File: src/rtl/lqe_pkg.sv
package lqe_pkg;

    localparam int unsigned ValW    = 31;
    localparam int unsigned SumW    = 32;
    localparam int unsigned DiscW   = 68;
    localparam int unsigned RootW   = DiscW / 2;
    localparam int unsigned RemW    = RootW + 4;
    localparam int unsigned PairsPerStage = 2;
    localparam int unsigned SqrtStages    = RootW / PairsPerStage;

    localparam logic [ValW-1:0] OneQ16 = ValW'(65536);

    localparam logic [1:0] RegHalfSat = 2'd0;
    localparam logic [1:0] RegMaxCap  = 2'd1;

    // values that ride along with the square root
    typedef struct packed {
        logic [SumW-1:0] m;
        logic            b_neg;
        logic [SumW-1:0] b_mag;
    } t_side;

endpackage

File: src/rtl/lqe_sqrt.sv
module lqe_sqrt
    import lqe_pkg::*;
(
    input  logic              i_clk,
    input  logic              i_rst_n,
    input  logic              i_en,
    input  logic              i_valid,
    input  logic [DiscW-1:0]  i_disc,
    input  t_side             i_side,
    output logic              o_valid,
    output logic [RootW-1:0]  o_root,
    output t_side             o_side
);

    logic [SqrtStages-1:0]  r_vld;
    logic [RemW-1:0]        r_rem  [SqrtStages];
    logic [RootW-1:0]       r_root [SqrtStages];
    logic [DiscW-1:0]       r_d    [SqrtStages];
    t_side                  r_side [SqrtStages];

    always_ff @(posedge i_clk) begin
        if (!i_rst_n) begin
            r_vld <= '0;
        end else if (i_en) begin
            r_vld <= {r_vld[SqrtStages-2:0], i_valid};
        end
    end

    for (genvar g = 0; g < SqrtStages; g++) begin : g_stage
        logic [RemW-1:0]  w_rem;
        logic [RootW-1:0] w_root;
        logic [DiscW-1:0] w_d;
        t_side            w_side;
        logic [RemW-1:0]  n_rem;
        logic [RootW-1:0] n_root;
        logic [DiscW-1:0] n_d;

        if (g == 0) begin : g_head
            assign w_rem  = '0;
            assign w_root = '0;
            assign w_d    = i_disc;
            assign w_side = i_side;
        end else begin : g_tail
            assign w_rem  = r_rem[g-1];
            assign w_root = r_root[g-1];
            assign w_d    = r_d[g-1];
            assign w_side = r_side[g-1];
        end

        always_comb begin
            logic [RemW-1:0] trial;
            n_rem  = w_rem;
            n_root = w_root;
            n_d    = w_d;
            // one result bit per pair of discriminant bits, msb first
            for (int p = 0; p < PairsPerStage; p++) begin
                n_rem = {n_rem[RemW-3:0], n_d[DiscW-1 -: 2]};
                n_d   = {n_d[DiscW-3:0], 2'b00};
                trial = RemW'({n_root, 2'b01});
                if (n_rem >= trial) begin
                    n_rem  = n_rem - trial;
                    n_root = {n_root[RootW-2:0], 1'b1};
                end else begin
                    n_root = {n_root[RootW-2:0], 1'b0};
                end
            end
        end

        always_ff @(posedge i_clk) begin
            if (i_en) begin
                r_rem[g]  <= n_rem;
                r_root[g] <= n_root;
                r_d[g]    <= n_d;
                r_side[g] <= w_side;
            end
        end
    end

    assign o_valid = r_vld[SqrtStages-1];
    assign o_root  = r_root[SqrtStages-1];
    assign o_side  = r_side[SqrtStages-1];

endmodule

File: config.mk
export PLATFORM = sky130hd
export DESIGN_NAME = lqe_sqrt
export DESIGN_NICKNAME = d
export VERILOG_FILES = /design/src/rtl/lqe_pkg.sv /design/src/rtl/lqe_sqrt.sv
export SDC_FILE = /design/constraint.sdc
export NUM_CORES = 2
export LEC_CHECK = 0
export ABC_AREA = 0
export BUFFER_PORTS_ARGS = -buffer_cell sky130_fd_sc_hd__buf_2
export CAP_MARGIN = 15
export CORE_ASPECT_RATIO = 0.6
export CORE_MARGIN = 4
export CORE_UTILIZATION = 57
export CTS_CLUSTER_DIAMETER = 80
export DETAILED_ROUTE_END_ITERATION = 16
export PLACE_DENSITY = 0.76
export SLEW_MARGIN = 20
export SYNTH_ARGS = -nofsm -noshare
export SYNTH_HDL_FRONTEND = slang
export SYNTH_SLANG_ARGS = --single-unit
File: constraint.sdc
create_clock -name i_clk -period 5.9 [get_ports i_clk]
set_clock_uncertainty 0.2 [all_clocks]
set_input_delay 1.475 -clock i_clk [delete_from_list [all_inputs] [get_ports i_clk]]
set_output_delay 1.475 -clock i_clk [all_outputs]
set_load 0.05 [all_outputs]
; Yosys cells after proc, flatten, opt, wreduce, memory -nomap -nowiden
; Memories as Yosys holds them, arrays and structs flattened.
; Index checks and enable logic that the tools add are counted.
[word_totals]
in_bits = 137
reg_bits = 17
memories = 4
mem_bits_rw = 3417
out_inout_bits = 100
[mem_list]
columns = name, depth, word_bits, rd, rd_clocked_by_memory_dff, write_ports, line_no
row1 = r_side, 17, 65, 17, 0, 17, lqe_sqrt.sv:19  ; t_side r_side [SqrtStages];
row2 = r_d, 17, 64, 16, 0, 17, lqe_sqrt.sv:18  ; logic [DiscW-1:0] r_d [SqrtStages];
row3 = r_rem, 17, 38, 16, 0, 17, lqe_sqrt.sv:16  ; logic [RemW-1:0] r_rem [SqrtStages];
row4 = r_root, 17, 34, 17, 0, 17, lqe_sqrt.sv:17  ; logic [RootW-1:0] r_root [SqrtStages];
[classes]
n_addsub = 34
n_mux = 70
n_lt_le_gt_ge = 34
[op_table]
columns = cell, count
row1 = $ge A38 B36 Y1, 32
row2 = $mux W38, 17
row3 = $mux W36, 17
row4 = $sub A38 B36 Y38, 16
row5 = $sub A36 B36 Y36, 16
row6 = $ge A38 B3 Y1, 1
row7 = $sub A38 B3 Y38, 1
row8 = $mux W1, 36
row9 = $sub A2 B1 Y3 const B, 1
row10 = $ge A2 B1 Y1 const B, 1

; Depth between registers and ports, before layout
; An unclocked memory read counts as a cell.
[logic_depth]
word_depth = 5
ltp_mapped = 31
depth_no_buf = 27

; Least setup slack after synthesis
; OpenSTA, ideal clock, no wires.
[synth_timing]
kind = reg2reg
startpoint = memory r_rem[0][470] (netlist bit)
endpoint = memory r_rem[0][497] (netlist bit) (data pin)
path_stages_with_launch = 26
setup_ns = 0.260
n_path_buf = 6
synth_period_minus_slack_ns = 6.501
t_arrival_ns = 6.041
path_slack_ns = -0.601
cell_sequence = edfxtp_1 ha_1 clkbuf_1 nand3_1 nor4_1 o21ai_0 a31oi_1 nand2b_1 clkbuf_1 clkbuf_1 nor2_1 a21oi_1 ha_1 clkbuf_1 nor2b_1 and3b_1 o311ai_0 o211ai_1 a211oi_1 o21ai_0 a211oi_1 o211a_1 nor2b_1 clkbuf_1 buf_1 mux2_2
[synth_rtl]
columns = element, line_no
row1 = start: declaration, lqe_sqrt.sv:16

==> metrics.csv <==
stage;metric;value;unit
status;status;finished, violations left;
status;violations;negative setup slack;
timing;hold_viol;0;
logic_synthesis;synth_cells;10303;
detailed_routing;first_pass_iters;8;
finish;final_cell_mix;edfxtp_1 (2506), buf_4 (2274), nand2_1 (788), nor2_1 (719), a21oi_1 (643);
finish;layout.nets;13676;
detailed_routing;drc;0;
logic_synthesis;synth_seq_cells;2523;
placed_design;port_buffers;236;
worst_setup_path;slowest_delay;590;ps
global_routing;grt_pass1_vias;89952;
clock_network;cts_tree;done;
timing;period_share;1.028;
global_routing;gr-total-overflow;0;
clock_network;cts_hold_buf;0;
logic_synthesis;synth-simple-area-share;0.1188;
detailed_routing;met2_length;150400;µm
timing;setup_viol;26;
worst_setup_path;worstSetupStartpoint;r_rem[0][360];
logic_synthesis;synthAdderAreaFrac;0.06259;
logic_synthesis;syn-cell-area;0.1253;mm²
logic_synthesis;synth_top_family_by_area;simple AND/OR/NAND/NOR gates;
power;leakage;63.94;nW
worst_setup_path;critical_path_class;reg2reg;
die;die_h;371.2;µm
timing;worst_hold_slack;117.5;ps
logic_synthesis;synth-compound-area-share;0.1180;
detailed_routing;wl_met1;165700;µm
die;die_w;613.4;µm
detailed_routing;antenna_left;0;
global_routing;gr-usage-all-layers;0.3010;
logic_synthesis;yosysWarningCount;0;
die;rows;133;
logic_synthesis;synth_xor_area_frac;0.06428;
die;io_pins;237;
placed_design;dp_hpwl;255500;µm
worst_setup_path;cp_max_fo;6;
clock_network;htreeDepth;4;
timing;slew_headroom;0.3218;
detailed_routing;vias;94398;
finish;instances_no_fill;15996;
detailed_routing;vias_per_cell;5.901;
power;pwr_density_cell;439.1;mW/mm²
clock_network;clock-sinks;2523;
logic_synthesis;synth.area.mux_share;0.009334;
die;initial_core_util;0.5728;
worst_setup_path;path_cells;ha_4 -> nand4_1 -> buf_4 -> buf_4 -> buf_4 -> nor2_4 -> and4_4 -> or3_4 -> clkinv_4 -> buf_8 -> buf_4 -> nand2_2 -> o21ai_2 -> buf_6 -> ha_4 -> nand3_2 -> or4_4 -> or4_4 -> o21ai_4 -> and3b_2 -> buf_6 -> nor4_4 -> nand4_1 -> xnor2_2;
logic_synthesis;synth_cell_types;111;
global_routing;grt_max_degree;141;
detailed_routing;highest_layer;met5;
logic_synthesis;avgSynthCellArea;12.17;µm²
finish;multiInputGateArea;0.05073;mm²
finish;final_common_cell;edfxtp_1;
worst_setup_path;rr_startpoint;r_rem[0][360];
finish;drive_gt1_frac;0.2879;
worst_setup_path;cp.arrival;6490;ps
clock_network;cts_buffers;228;
timing;fin_crit;6067;ps
detailed_routing;wl_per_cell;22.40;µm
placed_design;dpl.cell_count;15351;
timing;tightest_slew;1017;ps
timing;slew_viol_final;0;
finish;regArea;0.07559;mm²
worst_setup_path;crit_path_top_delay_cell;edfxtp_1;
finish;fillers;14434;
worst_setup_path;reg2reg_slack;-170;ps
run;maxCapViolations;0;
clock_network;cts_buffer_depth;4;
clock_network;clk_latency;950;ps
detailed_routing;met3WireLength;35060;µm
global_routing;antenna_found_initial;8;
timing;max_freq;0.1648;GHz
clock_network;clk_pin_slew;70;ps
worst_hold_path;hp-start;r_d[0][762];
finish;area_growth;27.54;%
logic_synthesis;async_flop_share;0;
logic_synthesis;synth_ff_type;edfxtp_1;
detailed_routing;drt_iter0_markers;11109;
worst_setup_path;end_kind;register;
placed_design;gp_congestion;0.9927;
logic_synthesis;yosysSeqAreaShare;0.6031;
worst_setup_path;path_common_cell;buf_4;
timing;fin_ws;-166.9;ps
worst_setup_path;startpoint_type;register;
timing;grt_setup_unrepaired;true;
die;dieArea;0.2277;mm²
global_routing;grt_first_pass_wirelength;531200;µm
worst_hold_path;worst_hold_path_type;reg2reg;
logic_synthesis;synth_edf_count;2506;
power;ir_drop;0.0003179;V
clock_network;cts-root-buf;clkbuf_16;
die;core_area;0.2188;mm²
worst_setup_path;cp.required;6320;ps
detailed_routing;routed_wl;358300;µm
[synth_stat cells, drive strengths merged (83+ instances only)]
cell type  instances  area share
a21o             285       0.017
a21oi            743       0.030
and3              84      0.0042
clkbuf           220      0.0066
edfxtp          2506        0.60
ha               627       0.063
inv              522       0.016
nand2            825       0.025
nand2b           109      0.0054
nand3            212      0.0085
nand4            154      0.0077
nor2             779       0.023
nor2b            110      0.0055
nor3             186      0.0075
nor4             122      0.0063
o21a              92      0.0055
o21ai            531       0.021
o21bai            83      0.0051
or3               88      0.0044
xnor2            561       0.039
xor2             358       0.025
[cell type report]
| type | instances | share of cell area |
|---|---|---|
| antenna | 2 | 0.00003131 |
| clock buffer | 264 | 0.03654 |
| clock inverter | 146 | 0.01088 |
| inverter | 526 | 0.01262 |
| multi-input combinational | 7001 | 0.3174 |
| sequential | 2523 | 0.4729 |
| tap | 2902 | 0.02271 |
| timing repair buffer | 2632 | 0.1270 |
[registers in the layout, summed over array words and instances (netlist names)]
name	count
r_rem	551
r_root	306
r_vld	17
r_side	1105
r_d	544
[cell families (layout without fill, tap and decap cells)]
kind of cell,after synthesis,in the layout
and+or+nand+nor,3014,3014
adders and majority gates,627,627
other,1,5
buffers and inverters,781,3568
AOI/OAI and AO/OA,2330,2330
xor gates and xnor gates,919,919
muxes,108,108
DFF,2523,2523
[what timing repair did]
| action | in CTS | in global routing |
|---|---|---|
| cloned | 10 | 9 |
| pin swaps | 94 | 296 |
| gates resized for setup | 337 | 638 |
| setup endpoints to repair | 348 | 419 |
| buffers inserted | 78 | 158 |
[routing by layer]
layer,vias to the layer above,GRT usage
met5,-,0.004683
met4,8,0.05680
met3,563,0.06302
met2,4297,0.4308
met1,45795,0.4750
li1,43735,-
[report_power, final]
group          total, mW  internal, mW  leakage (nW)  switching, mW
Sequential          24.0          22.6          24.4           1.38
Combinational       30.8          14.3          35.9           16.6
Clock               15.4          8.47          3.63           6.88
Total               70.2          45.4          63.9           24.8
[worst max-delay path: cells and delay by family (launching register included)]
kind                       cells  cell delay (ps)
xor gates and xnor gates       1              220
and+or+nand+nor               11             2760
DFF                            1              590
adders and majority gates      2              630
buffers and inverters          8             1140
AOI/OAI and AO/OA              2              280
[worst paths after layout]
kind,endpoint,cells past startpoint
setup / recovery,r_rem[0][413],24
hold / removal,r_d[0][830],0
setup reg to reg,r_rem[0][413],24
hold reg to reg,r_d[0][830],0
[stage by stage]
stage / setup slack (ps) / instance area, µm² / total power [mW] / util / setup TNS (ps)
after floorplan: 0.7625 / 125500 / 39.36 / - / 0
after global placement: -789.2 / 146000 / 50.73 / 0.6670 / -71140
after detailed placement: -838.1 / 146000 / 51.33 / 0.6670 / -91380
after CTS: 1.333 / 155700 / 67.75 / 0.7116 / 0
after global routing: -209.9 / 159900 / 73.72 / 0.7305 / -10000
final: -166.9 / 159900 / 70.19 / 0.7305 / -927.7
No activity file was read; power rests on OpenSTA's default activity.
