<file path="src/rtl/lqe_pkg.sv">
package lqe_pkg;

    localparam int unsigned ValW    = 31;
    localparam int unsigned SumW    = 32;
    localparam int unsigned DiscW   = 68;
    localparam int unsigned RootW   = DiscW / 2;
    localparam int unsigned RemW    = RootW + 4;
    localparam int unsigned PairsPerStage = 2;
    localparam int unsigned SqrtStages    = RootW / PairsPerStage;

    localparam logic [ValW-1:0] OneQ16 = ValW'(65536);

    localparam logic [1:0] RegHalfSat = 2'd0;
    localparam logic [1:0] RegMaxCap  = 2'd1;

    // values that ride along with the square root
    typedef struct packed {
        logic [SumW-1:0] m;
        logic            b_neg;
        logic [SumW-1:0] b_mag;
    } t_side;

endpackage

</file>
<file path="src/rtl/lqe_back.sv">
module lqe_back
    import lqe_pkg::*;
(
    input  logic              i_clk,
    input  logic              i_rst_n,
    input  logic              i_en,
    input  logic              i_valid,
    input  logic [RootW-1:0]  i_root,
    input  t_side             i_side,
    output logic              o_valid,
    output logic [SumW-1:0]   o_sorbed,
    output logic [SumW-1:0]   o_dissolved
);

    logic            r_vld;
    logic [SumW-1:0] r_sorbed, r_dissolved;
    logic [RootW:0]  n_sum;
    logic [RootW:0]  n_root;
    logic [SumW-1:0] n_clamp;

    always_comb begin
        if (i_side.b_neg) begin
            n_sum  = {1'b0, i_root} + (RootW+1)'(i_side.b_mag);
        end else if ({1'b0, i_root} >= (RootW+1)'(i_side.b_mag)) begin
            n_sum  = {1'b0, i_root} - (RootW+1)'(i_side.b_mag);
        end else begin
            n_sum  = '0;
        end
        n_root  = n_sum >> 1;
        n_clamp = (n_root > (RootW+1)'(i_side.m)) ? i_side.m : n_root[SumW-1:0];
    end

    always_ff @(posedge i_clk) begin
        if (!i_rst_n) begin
            r_vld <= 1'b0;
        end else if (i_en) begin
            r_vld <= i_valid;
        end
    end

    always_ff @(posedge i_clk) begin
        if (i_en) begin
            r_dissolved <= n_clamp;
            r_sorbed    <= i_side.m - n_clamp;
        end
    end

    assign o_valid     = r_vld;
    assign o_sorbed    = r_sorbed;
    assign o_dissolved = r_dissolved;

endmodule

</file>
<file path="config.mk">
export PLATFORM = sky130hd
export DESIGN_NAME = lqe_back
export DESIGN_NICKNAME = d
export VERILOG_FILES = /design/src/rtl/lqe_pkg.sv /design/src/rtl/lqe_back.sv
export SDC_FILE = /design/constraint.sdc
export NUM_CORES = 1
export LEC_CHECK = 0
export BUFFER_PORTS_ARGS = -buffer_cell sky130_fd_sc_hd__buf_2
export CORE_AREA = 3 3 138 194
export CTS_CLUSTER_DIAMETER = 100
export DETAILED_ROUTE_END_ITERATION = 6
export DIE_AREA = 0 0 141 197
export HOLD_SLACK_MARGIN = 0.15
export PLACE_DENSITY_LB_ADDON = 0.15
export SETUP_SLACK_MARGIN = 0.02
export SLEW_MARGIN = 25
export SYNTH_ARGS = -nofsm -noshare
export SYNTH_HDL_FRONTEND = slang
export SYNTH_SLANG_ARGS = --single-unit
</file>
<file path="constraint.sdc">
create_clock -name i_clk -period 25 [get_ports i_clk]
set_input_delay 2.5 -clock i_clk [delete_from_list [all_inputs] [get_ports i_clk]]
set_output_delay 2.5 -clock i_clk [all_outputs]
set_load 0.01 [all_outputs]
</file>
### Yosys cells after proc, flatten, opt, wreduce, memory -nomap -nowiden

Cells that the tools add are included.

| storage, ports and cells | value |
|---|---|
| register bits after elaboration | 65 |
| output and inout port bits | 65 |

| cells by class | value |
|---|---|
| multiplexer cells | 3 |
| add/sub/neg operators | 3 |
| $lt $le $gt $ge | 2 |

Operator list:

| cell | count |
|---|---|
| 35-bit 2-to-1 mux | 2 |
| 34-bit by 32-bit adder with 35-bit output | 1 |
| 34-bit by 32-bit subtractor with 35-bit output | 1 |
| 34-bit by 32-bit greater-or-equal comparator with 1-bit output | 1 |
| 34-bit by 32-bit > comparator with 1-bit output | 1 |
| 32-bit 2-to-1 mux | 1 |
| 32-bit subtractor | 1 |

### Depth between registers and ports, before layout

Gate-level depths: netlist (run 1).

| depth | value |
|---|---|
| depth after elaboration | 6 |
| gate-level depth with buffers | 48 |
| mapped depth without buffers | 42 |

### Worst setup path before layout (run 1)

No wires, ideal clock.

| timing | value |
|---|---|
| path type | input to register |
| start point | in i_side[4] (netlist name) |
| end point | reg r_sorbed[30], in the netlist o_sorbed[30], data pin |
| buffers on the path | 6 |
| setup time | 136 ps |
| setup slack | 13,546 ps |
| data required time | 24,864 ps |
| stages | 48 |
| arrival | 11,319 ps |
| cell sequence | inv_1 -> ha_1 -> buf_4 -> inv_1 -> a221o_1 -> nor4_1 -> o211ai_2 -> a211o_1 -> a311o_1 -> a31oi_1 -> o21bai_1 -> a21o_1 -> a21oi_1 -> o21ai_0 -> a21o_1 -> a21oi_1 -> nor2_1 -> ha_1 -> [12 not listed] -> buf_1 -> nor2_1 -> a21oi_1 -> inv_1 -> fa_1 -> inv_1 -> o21ai_0 -> a221oi_1 -> o32ai_1 -> nor3_1 -> a21oi_1 -> a21oi_2 -> o22ai_1 -> a21oi_2 -> a31oi_2 -> or3_1 -> a211o_1 -> nand3b_1 |

| on the way | value |
|---|---|
| word-level cells in the longest chain between the ends | 6 |
| elaborated cells between the ends (all ways) | 8 |
| those cells by class | 3 x add/sub; 2 x order compare; 3 x mux |

Ends and longest elaborated chain:

| what | RTL line | text |
|---|---|---|
| start: declaration | lqe_back.sv:9 | `input t_side i_side,` |
| 34-bit by 32-bit subtractor with 35-bit output / 34-bit by 32-bit greater-or-equal comparator with 1-bit output (equally long branches) | lqe_back.sv:25, lqe_back.sv:24 |  |
| 35-bit 2-to-1 mux | lqe_back.sv:24 | `end else if ({1'b0, i_root} >= (RootW+1)'(i_side.b_mag)) begin` |
| 35-bit 2-to-1 mux (*) | lqe_back.sv:22 | `if (i_side.b_neg) begin` |
| 34-bit by 32-bit > comparator with 1-bit output | lqe_back.sv:30 | `n_clamp = (n_root > (RootW+1)'(i_side.m)) ? i_side.m : n_root[SumW-1:0];` |
| 32-bit 2-to-1 mux (*) | lqe_back.sv:30 |  |
| net n_clamp[1] | lqe_back.sv:19 | `logic [SumW-1:0] n_clamp;` |
| 32-bit subtractor (*) | lqe_back.sv:44 | `r_sorbed <= i_side.m - n_clamp;` |
| end signal: assignment | lqe_back.sv:44 |  |
| end: declaration | lqe_back.sv:16 | `logic [SumW-1:0] r_sorbed, r_dissolved;` |

Mark *: on every way through the listed nets, which the timed path passes. The rest lies on a longest branch.
A chain may end at the register's enable or synchronous reset.

### Final worst setup path (run 1)

| timing | value |
|---|---|
| start point | in i_side[4] (netlist name) |
| end point | reg r_sorbed[28], in the netlist o_sorbed[28], data pin |

Same word-level chain as after synthesis.

==> metrics.yaml, run 1 <==
status:
  status: "complete, no violations"
grt:
  overflow: 0
  grt_pass1_vias: 9819
  antenna_found_initial: 3
  grt_max_degree: 82
  grt_pass1_wl_mm: 51.2
  grtUsageTotal_pct: 22.6
synth:
  synthesis.area_um2: 10000
  syn_inst: 1320
  ys_warn_count: 0
  synth_seq_cells: 65
  syn_nets: 1535
  syn_area_per_cell_um2: 7.58
  synth-edff-count: 64
  synthFlopType: "edfxtp_1"
  yosysUniqueCellTypes: 104
  synth-seq-area-share_pct: 19.4
  async_flop_share_pct: 0
cts:
  cts_resized: 0
  cts_max_level: 3
  cts_tree: "built"
  cts.sinks: 65
  path_clk_slew_ps: 60
  cts_setup_buffers: 0
  clockBufferDepth: 2
  hold_buffers: 0
  cts_root_buffer: "clkbuf_16"
  cts_buffers: 9
  clock_latency_ps: 330
placed_design:
  dp_cells: 1752
  dp_worst_setup_slack_ps: 12630
  gp_congestion: 0.938
  dp_hpwl_mm: 26.3
  port_buffers: 167
routing:
  first_iter_violations: 918
  drtAntennaViolNets: 0
  dr.pass1.iters: 7
  via_per_inst: 5.81
  drc: 0
  wire_per_inst_um: 18.1
  num_vias: 10300
  totalWireLength_mm: 32.0
sta:
  clock.fmax_mhz: 82.5
  post-route-min-period_ps: 12110
  rsz0062_at_grt: "false"
  setup_tns_ps: 0
  slew_headroom_pct: 37.2
  finClkSkew_ps: 0
  hold_viol_final: 0
  setup_viol: 0
  slew_violations: 0
  worst_slew_pin_slew_ps: 934
  worst_slack_ps: 12890
  fin_hold_ws_ps: 510
  post-route-period-util_pct: 48.5
worst_setup_path:
  path_class: "input port to register"
  reg2reg_from: "o_valid"
  crit_arrival_ps: 12270
  reg2reg_slack_ps: 24420
  worst_setup_path_start_kind: "input port"
  crit_slowest_cell: "a211oi_1"
  critPathMaxFanout: 55
  cp-end-kind: "register"
  startpoint: "i_side[4]"
  critPathRequiredTime_ps: 25160
  cp_slowest_stage_delay_ps: 600
final_layout:
  drive_gt1_share_pct: 16.9
  fin_util_pct: 44.6
  areaGrowthSynthToFinish_pct: 12.6
  mostFrequentLayoutCells: "167 x buf_2, 144 x inv_1, 133 x nor2_1"
  multiInputGateArea_um2: 7210
  final_common_cell: "buf_2"
  fillers: 2629
  layout.area.seq_um2: 1940
  instances_no_fill: 1771
  nNetsFinal: 1659
die:
  die_h_um: 197
  initial_utilization_pct: 39.6
  dieArea_um2: 27800
  num_rows: 69
  die_width_um: 141
  coreArea_um2: 25300
  pin_count: 168
power_and_ir_drop:
  ir_drop_uv: 45.0
  power_density_nw_per_um2: 59.1
  leakage_nw: 5.08
hold_path:
  min_path_type: "register to register"
  hold_start: "o_valid"
run:
  maxCapViolations: 0
## final cells by class
type	count	share of cell area, %
diodes	3	0.0666
flip-flops and latches	65	17.2
well taps	319	3.54
inverters	147	4.94
multi-input cells	1046	64.0
clock buffers	12	2.10
clock inverters	4	0.178
repair buffers	175	7.95
## registers in the layout, indices dropped and copies added (netlist names)
signal,count
o_sorbed,32
o_dissolved,32
o_valid,1
## worst max-delay path: cells and delay by family
| kind | cells | cell delay (ps) |
|---|---|---|
| AOI/OAI and AO/OA | 25 | 5610 |
| adders and majority gates | 4 | 1470 |
| buffers and inverters | 5 | 730 |
| and+or+nand+nor | 10 | 1900 |
## metrics by stage
step	area (um^2)	power (mW)
after floorplan	10000	0.443
after global placement	11000	0.553
after detailed placement	11000	0.557
after CTS	11300	0.668
after global routing	11300	0.722
final	11300	0.666
## synthesized netlist by cell type (17+ instances only)
cell | n | area, um^2
inv_1 | 144 | 541
nor2_1 | 133 | 499
clkbuf_1 | 31 | 116
a21oi_1 | 121 | 606
o21ai_0 | 83 | 415
a221oi_1 | 17 | 149
a21o_1 | 31 | 233
buf_2 | 17 | 85.1
edfxtp_1 | 64 | 1920
ha_1 | 109 | 1360
o211ai_1 | 17 | 128
nand3_1 | 34 | 170
nand2_1 | 104 | 390
nand2b_1 | 21 | 131
xnor2_1 | 26 | 228
## per-layer routing
metal / vias to the layer above / global-route usage, % / part of all wire (%)
met3: 73 / 1.84 / 4.7
met1: 4739 / 28.6 / 42
li1: 5102 / - / -
met5: - / 0 / 0
met2: 369 / 39.3 / 50
met4: 0 / 9.95 / 3.8
## logic make-up after synthesis
logic type,synth area share [%]
buffers and inverters,8.51
DFF,19.4
adders and majority gates,15.6
muxes,0.400
and+or+nand+nor,18.8
xor gates and xnor gates,3.15
AOI/OAI and AO/OA,34.1
## where the power goes
part	switching (mW)	total (mW)	leakage [nW]	internal, mW
logic	0.241	0.390	4.31	0.149
clock network	0.0437	0.110	0.130	0.0663
registers	0.00574	0.166	0.634	0.161
## final timing paths
path                  end  cells past startpoint
min reg2reg       o_valid                      2
min               o_valid                      2
max          o_sorbed[28]                     44
max reg2reg       o_valid                      2
(Power assumes the default switching activity.)
==> inputs of run 2 (changes only) <==
clock period = 10.9 ns   (was 25 ns; I/O delays follow)
==> metrics.yaml, run 2 (synthesized netlist as in run 1, its figures left out) <==
grt:
  grt_pass1_wl_mm: 51.1  # was 51.2 mm
  grt_max_degree: 66  # was 82
  antenna_found_initial: 1  # was 3
  overflow: 0  # unchanged
  grt_pass1_vias: 9715  # was 9819
  grtUsageTotal_pct: 22.7  # was 22.6%
cts:
  clock_latency_ps: 330  # about the same
  hold_buffers: 0  # unchanged
  cts_tree: "built"  # unchanged
  cts_max_level: 3  # unchanged
  cts_buffers: 9  # unchanged
  path_clk_slew_ps: 50  # was 60 ps
  cts.sinks: 65  # unchanged
  clockBufferDepth: 2  # unchanged
  cts_root_buffer: "clkbuf_16"  # unchanged
sta:
  setup_viol: 0  # unchanged
  hold_viol_final: 0  # unchanged
  setup_tns_ps: 0  # unchanged
  clock.fmax_mhz: 99.3
  slew_violations: 0  # unchanged
  rsz0062_at_grt: "false"  # unchanged
  fin_hold_ws_ps: 510  # about the same
  worst_slack_ps: 829  # was 12890 ps
  post-route-min-period_ps: 10070
  post-route-period-util_pct: 92.4
  slew_headroom_pct: 46.3  # was 37.2%
  finClkSkew_ps: 0  # unchanged
  worst_slew_pin_slew_ps: 806  # was 934 ps
routing:
  wire_per_inst_um: 18.4  # was 18.1 um
  totalWireLength_mm: 32.8  # was 32.0 mm
  drc: 0  # unchanged
  first_iter_violations: 729  # was 918
  dr.pass1.iters: 7  # unchanged
  num_vias: 10300  # about the same
  via_per_inst: 5.79  # was 5.81
  drtAntennaViolNets: 0  # unchanged
die:
  initial_utilization_pct: 39.6  # unchanged
  die_h_um: 197  # unchanged
  num_rows: 69  # unchanged
  die_width_um: 141  # unchanged
  dieArea_um2: 27800  # unchanged
  pin_count: 168  # unchanged
  coreArea_um2: 25300  # unchanged
worst_setup_path:
  path_class: "input port to register"  # unchanged
  cp-end-kind: "register"  # unchanged
  crit_slowest_cell: "ha_1"  # was a211oi_1
  worst_setup_path_start_kind: "input port"  # unchanged
  critPathMaxFanout: 40  # was 55
  critPathRequiredTime_ps: 11050  # was 25160 ps
  cp_slowest_stage_delay_ps: 450  # was 600 ps
  crit_arrival_ps: 10220  # was 12270 ps
hold_path:
  min_path_type: "register to register"  # unchanged
final_layout:
  final_cell_area_um2: 11500  # was 11300 um^2
  instances_no_fill: 1782  # was 1771
  drive_gt1_share_pct: 17.9  # was 16.9%
  fin_util_pct: 45.4  # was 44.6%
  nNetsFinal: 1672  # was 1659
  areaGrowthSynthToFinish_pct: 14.7  # was 12.6%
  mostFrequentLayoutCells: "167 x buf_2, 144 x inv_1, 133 x nor2_1"  # unchanged
  final_common_cell: "buf_2"  # unchanged
power_and_ir_drop:
  power_mw: 1.62  # was 0.666 mW
  leakage_nw: 5.18  # was 5.08 nW
  ir_drop_uv: 123  # was 45.0 uV
  power_density_nw_per_um2: 141  # was 59.1 nW/um^2
placed_design:
  dp_worst_setup_slack_ps: 265  # was 12630 ps
  port_buffers: 167  # unchanged
  dpl_cell_area_um2: 11100  # was 11000 um^2
  dp_cells: 1765  # was 1752
  gp_congestion: 0.943  # was 0.938
  dp_hpwl_mm: 27.0  # was 26.3 mm
status:
  status: "complete, no violations"  # unchanged
run:
  maxCapViolations: 0  # unchanged
run 2: cell count changes in the layout (fill, tap and decap cells not counted):
| cell | before | now |
|---|---|---|
| a21oi_1 | 121 | 120 |
| clkbuf_1 | 3 | 0 |
| clkinv_1 | 0 | 1 |
| clkinvlp_4 | 0 | 1 |
| bufinv_16 | 0 | 3 |
| clkinv_2 | 4 | 0 |
| buf_4 | 8 | 20 |
| o21ai_1 | 12 | 13 |
| clkinv_4 | 1 | 3 |
| a21oi_4 | 1 | 2 |
| diode_2 | 3 | 1 |
| buf_12 | 0 | 1 |
| o21ai_0 | 83 | 82 |
run 2: cell type report:
| class | count | area, um^2 |
|---|---|---|
| diodes | 1 | 2.50 |
| repair buffers | 188 | 1010 |
| inverters | 147 | 557 |
| well taps | 319 | 399 |
| clock inverters | 7 | 119 |
| flip-flops and latches | 65 | 1940 |
| clock buffers | 9 | 225 |
| multi-input cells | 1046 | 7230 |
| fillers | 2657 | 13800 |
run 2: what timing repair did:
| item | in CTS | in global routing |
|---|---|---|
| buffers inserted | 0 | 0 |
| setup endpoints to repair | 0 | 8 |
| resized for setup | 0 | 7 |
run 2: per-layer routing:
metal  global-route usage [%]  up-vias  wire length (um)
met3                     2.11       69              1530
li1                         -     5117                 -
met4                     8.44        0              1160
met1                     28.4     4813             13700
met5                        0        -                 0
met2                     40.5      322             16400
run 2: path summary, 6_finish.rpt:
kind | cells past startpoint | start | endpoint | slack [ps]
worst min register to register | 2 | o_valid | o_valid | 510
worst min-delay path | 2 | o_valid | o_valid | 510
worst max-delay path | 44 | i_side[6] | o_sorbed[28] | 830
worst max register to register | 2 | o_valid | o_valid | 10310
run 2: critical path: cells and delay by family:
family | cells | cell delay [ps]
AOI/OAI and AO/OA | 26 | 5180
adders and majority gates | 3 | 1210
buffers and inverters | 6 | 840
and+or+nand+nor | 9 | 1920
run 2: power breakdown:
group / internal (mW) / switching (mW)
logic: 0.350 / 0.559
clock network: 0.223 / 0.107
registers: 0.368 / 0.0138
total: 0.941 / 0.680
==> inputs of run 3 (changes only) <==
clock period = 10.51 ns   (was 10.9 ns; I/O delays follow)
==> metrics.yaml, run 3 (synthesized netlist as in run 1, its figures left out) <==
cts:
  cts_tree: "built"  # unchanged
  cts_buffers: 9  # unchanged
  clock_latency_ps: 330  # about the same
  cts.sinks: 65  # unchanged
  cts_root_buffer: "clkbuf_16"  # unchanged
  hold_buffers: 0  # unchanged
  path_clk_slew_ps: 50  # about the same
  clockBufferDepth: 2  # unchanged
  cts_max_level: 3  # unchanged
grt:
  grt_use_met3_pct: 2.23  # was 2.11%
  antenna_found_initial: 2  # was 1
  grtUsageMet1_pct: 28.0  # was 28.4%
  grt_pass1_vias: 9807  # was 9715
  grt_use_met2_pct: 39.7  # was 40.5%
  grt_pass1_wl_mm: 51.2  # was 51.1 mm
  grt_max_degree: 66  # unchanged
  overflow: 0  # unchanged
  busiest_layer: "met2"  # unchanged
  grtUsageTotal_pct: 22.6  # was 22.7%
placed_design:
  dp_hpwl_mm: 26.6  # was 27.0 mm
  dp_worst_setup_slack_ps: 377  # was 265 ps
  dp_cells: 1774  # was 1765
  port_buffers: 167  # unchanged
  gp_congestion: 0.930  # was 0.943
sta:
  worst_slew_pin_slew_ps: 819  # was 806 ps
  finClkSkew_ps: 0  # unchanged
  slew_headroom_pct: 45.4  # was 46.3%
  rsz0062_at_grt: "true"  # was false
  worst_slack_ps: 823  # was 829 ps
  post-route-min-period_ps: 9690
  hold_viol_final: 0  # unchanged
  fin_hold_ws_ps: 516  # was 510 ps
  setup_viol: 0  # unchanged
  setup_tns_ps: 0  # unchanged
  post-route-period-util_pct: 92.2
  clock.fmax_mhz: 103
  slew_violations: 0  # unchanged
power_and_ir_drop:
  p_seq_share_pct: 24.2  # was 23.5%
  p_int_mw: 0.939  # was 0.941 mW
  pwr-share-clk_pct: 18.1  # was 20.4%
  p_sw_share_pct: 42.8  # was 41.9%
  ir_drop_uv: 128  # was 123 uV
  p_switching_mw: 0.701  # was 0.680 mW
  power_density_nw_per_um2: 143  # was 141 nW/um^2
  leakage_nw: 5.20  # was 5.18 nW
  combPwrFrac_pct: 57.8  # was 56.1%
worst_setup_path:
  crit_arrival_ps: 9860  # was 10220 ps
  path_class: "input port to register"  # unchanged
  crit_slowest_cell: "or4_1"  # was ha_1
  critPathRequiredTime_ps: 10680  # was 11050 ps
  worst_setup_path_start_kind: "input port"  # unchanged
  cp-end-kind: "register"  # unchanged
  cp_slowest_stage_delay_ps: 590  # was 450 ps
  critPathMaxFanout: 7  # was 40
final_layout:
  nNetsFinal: 1682  # was 1672
  fillers: 2655  # was 2657
  instances_no_fill: 1793  # was 1782
  areaGrowthSynthToFinish_pct: 15.0  # was 14.7%
  final_common_cell: "buf_2"  # unchanged
  mostFrequentLayoutCells: "167 x buf_2, 144 x inv_1, 133 x nor2_1"  # unchanged
  drive_gt1_share_pct: 18.6  # was 17.9%
die:
  num_rows: 69  # unchanged
  initial_utilization_pct: 39.6  # unchanged
  dieArea_um2: 27800  # unchanged
  coreArea_um2: 25300  # unchanged
  die_width_um: 141  # unchanged
  pin_count: 168  # unchanged
  die_h_um: 197  # unchanged
routing:
  totalWireLength_mm: 32.1  # was 32.8 mm
  wire_per_inst_um: 17.9  # was 18.4 um
  via_per_inst: 5.80  # was 5.79
  first_iter_violations: 754  # was 729
  num_vias: 10400  # was 10300
  dr.pass1.iters: 5  # was 7
  drc: 0  # unchanged
  drtAntennaViolNets: 0  # unchanged
status:
  status: "complete, no violations"  # unchanged
run:
  maxCapViolations: 0  # unchanged
hold_path:
  min_path_type: "register to register"  # unchanged
==> run 3: cell types whose count changed in the layout (fill, tap and decap cells not counted), moves of 2 or more <==
cell,delta
buf_4,+10
bufinv_16,-2
nor4_1,-2
nor4_2,+2
==> run 3: path summary, 6_finish.rpt <==
kind | to | start | cells past startpoint | slack (ps)
setup / recovery | o_sorbed[16] | i_root[12] | 44 | 820
hold / removal | o_valid | o_valid | 2 | 520
setup reg to reg | o_valid | o_valid | 2 | 9920
hold reg to reg | o_valid | o_valid | 2 | 520
==> run 3: worst max-delay path: cells and delay by family <==
family / cells / cell delay [ps]
AO/OA/AOI/OAI: 25 / 4250
AND/OR/NAND/NOR: 10 / 2280
adder cells (fa/ha/maj): 4 / 1370
buffers and inverters: 4 / 620
multiplexers: 1 / 260
==> run 3: area by class of cell <==
class / instances / area (um^2) / share of cell area (%)
clock inverters: 6 / 67.6 / 0.587
clock buffers: 10 / 229 / 1.99
repair buffers: 198 / 1070 / 9.32
diodes: 2 / 5.00 / 0.0435
flip-flops and latches: 65 / 1940 / 16.9
well taps: 319 / 399 / 3.47
inverters: 147 / 557 / 4.84
multi-input cells: 1046 / 7240 / 62.9
==> run 3: layer usage <==
layer  wire, um  up-vias
li1           -     5133
met1      13200     4840
met2      15900      355
met3       1690       74
met4       1290        0
met5          0        -
==> run 3: timing repair <==
item                                    in CTS  in global routing
endpoints found under the hold margin        0                  0
setup buffers                                0                  1
endpoints found under the setup margin       0                 10
gates resized for setup                      0                  5
==> run 3: power groups by stage <==
stage	Combinational, mW	Clock (mW)	Sequential, mW
2_1_floorplan	0.612	0	0.441
6_report	0.948	0.296	0.397
5_1_grt	1.06	0.311	0.403
4_1_cts	0.942	0.302	0.399
3_5_place_dp	0.937	0	0.404
3_3_place_gp	0.934	0	0.402
==> run 3: metrics by stage <==
| stage | utilization, % | cell area (um^2) | power, mW |
|---|---|---|---|
| CTS | 45.3 | 11500 | 1.64 |
| global placement | 44.2 | 11200 | 1.34 |
| floorplan | - | 10000 | 1.05 |
| finish | 45.5 | 11500 | 1.64 |
| detailed placement | 44.2 | 11200 | 1.34 |
| global route | 45.5 | 11500 | 1.77 |
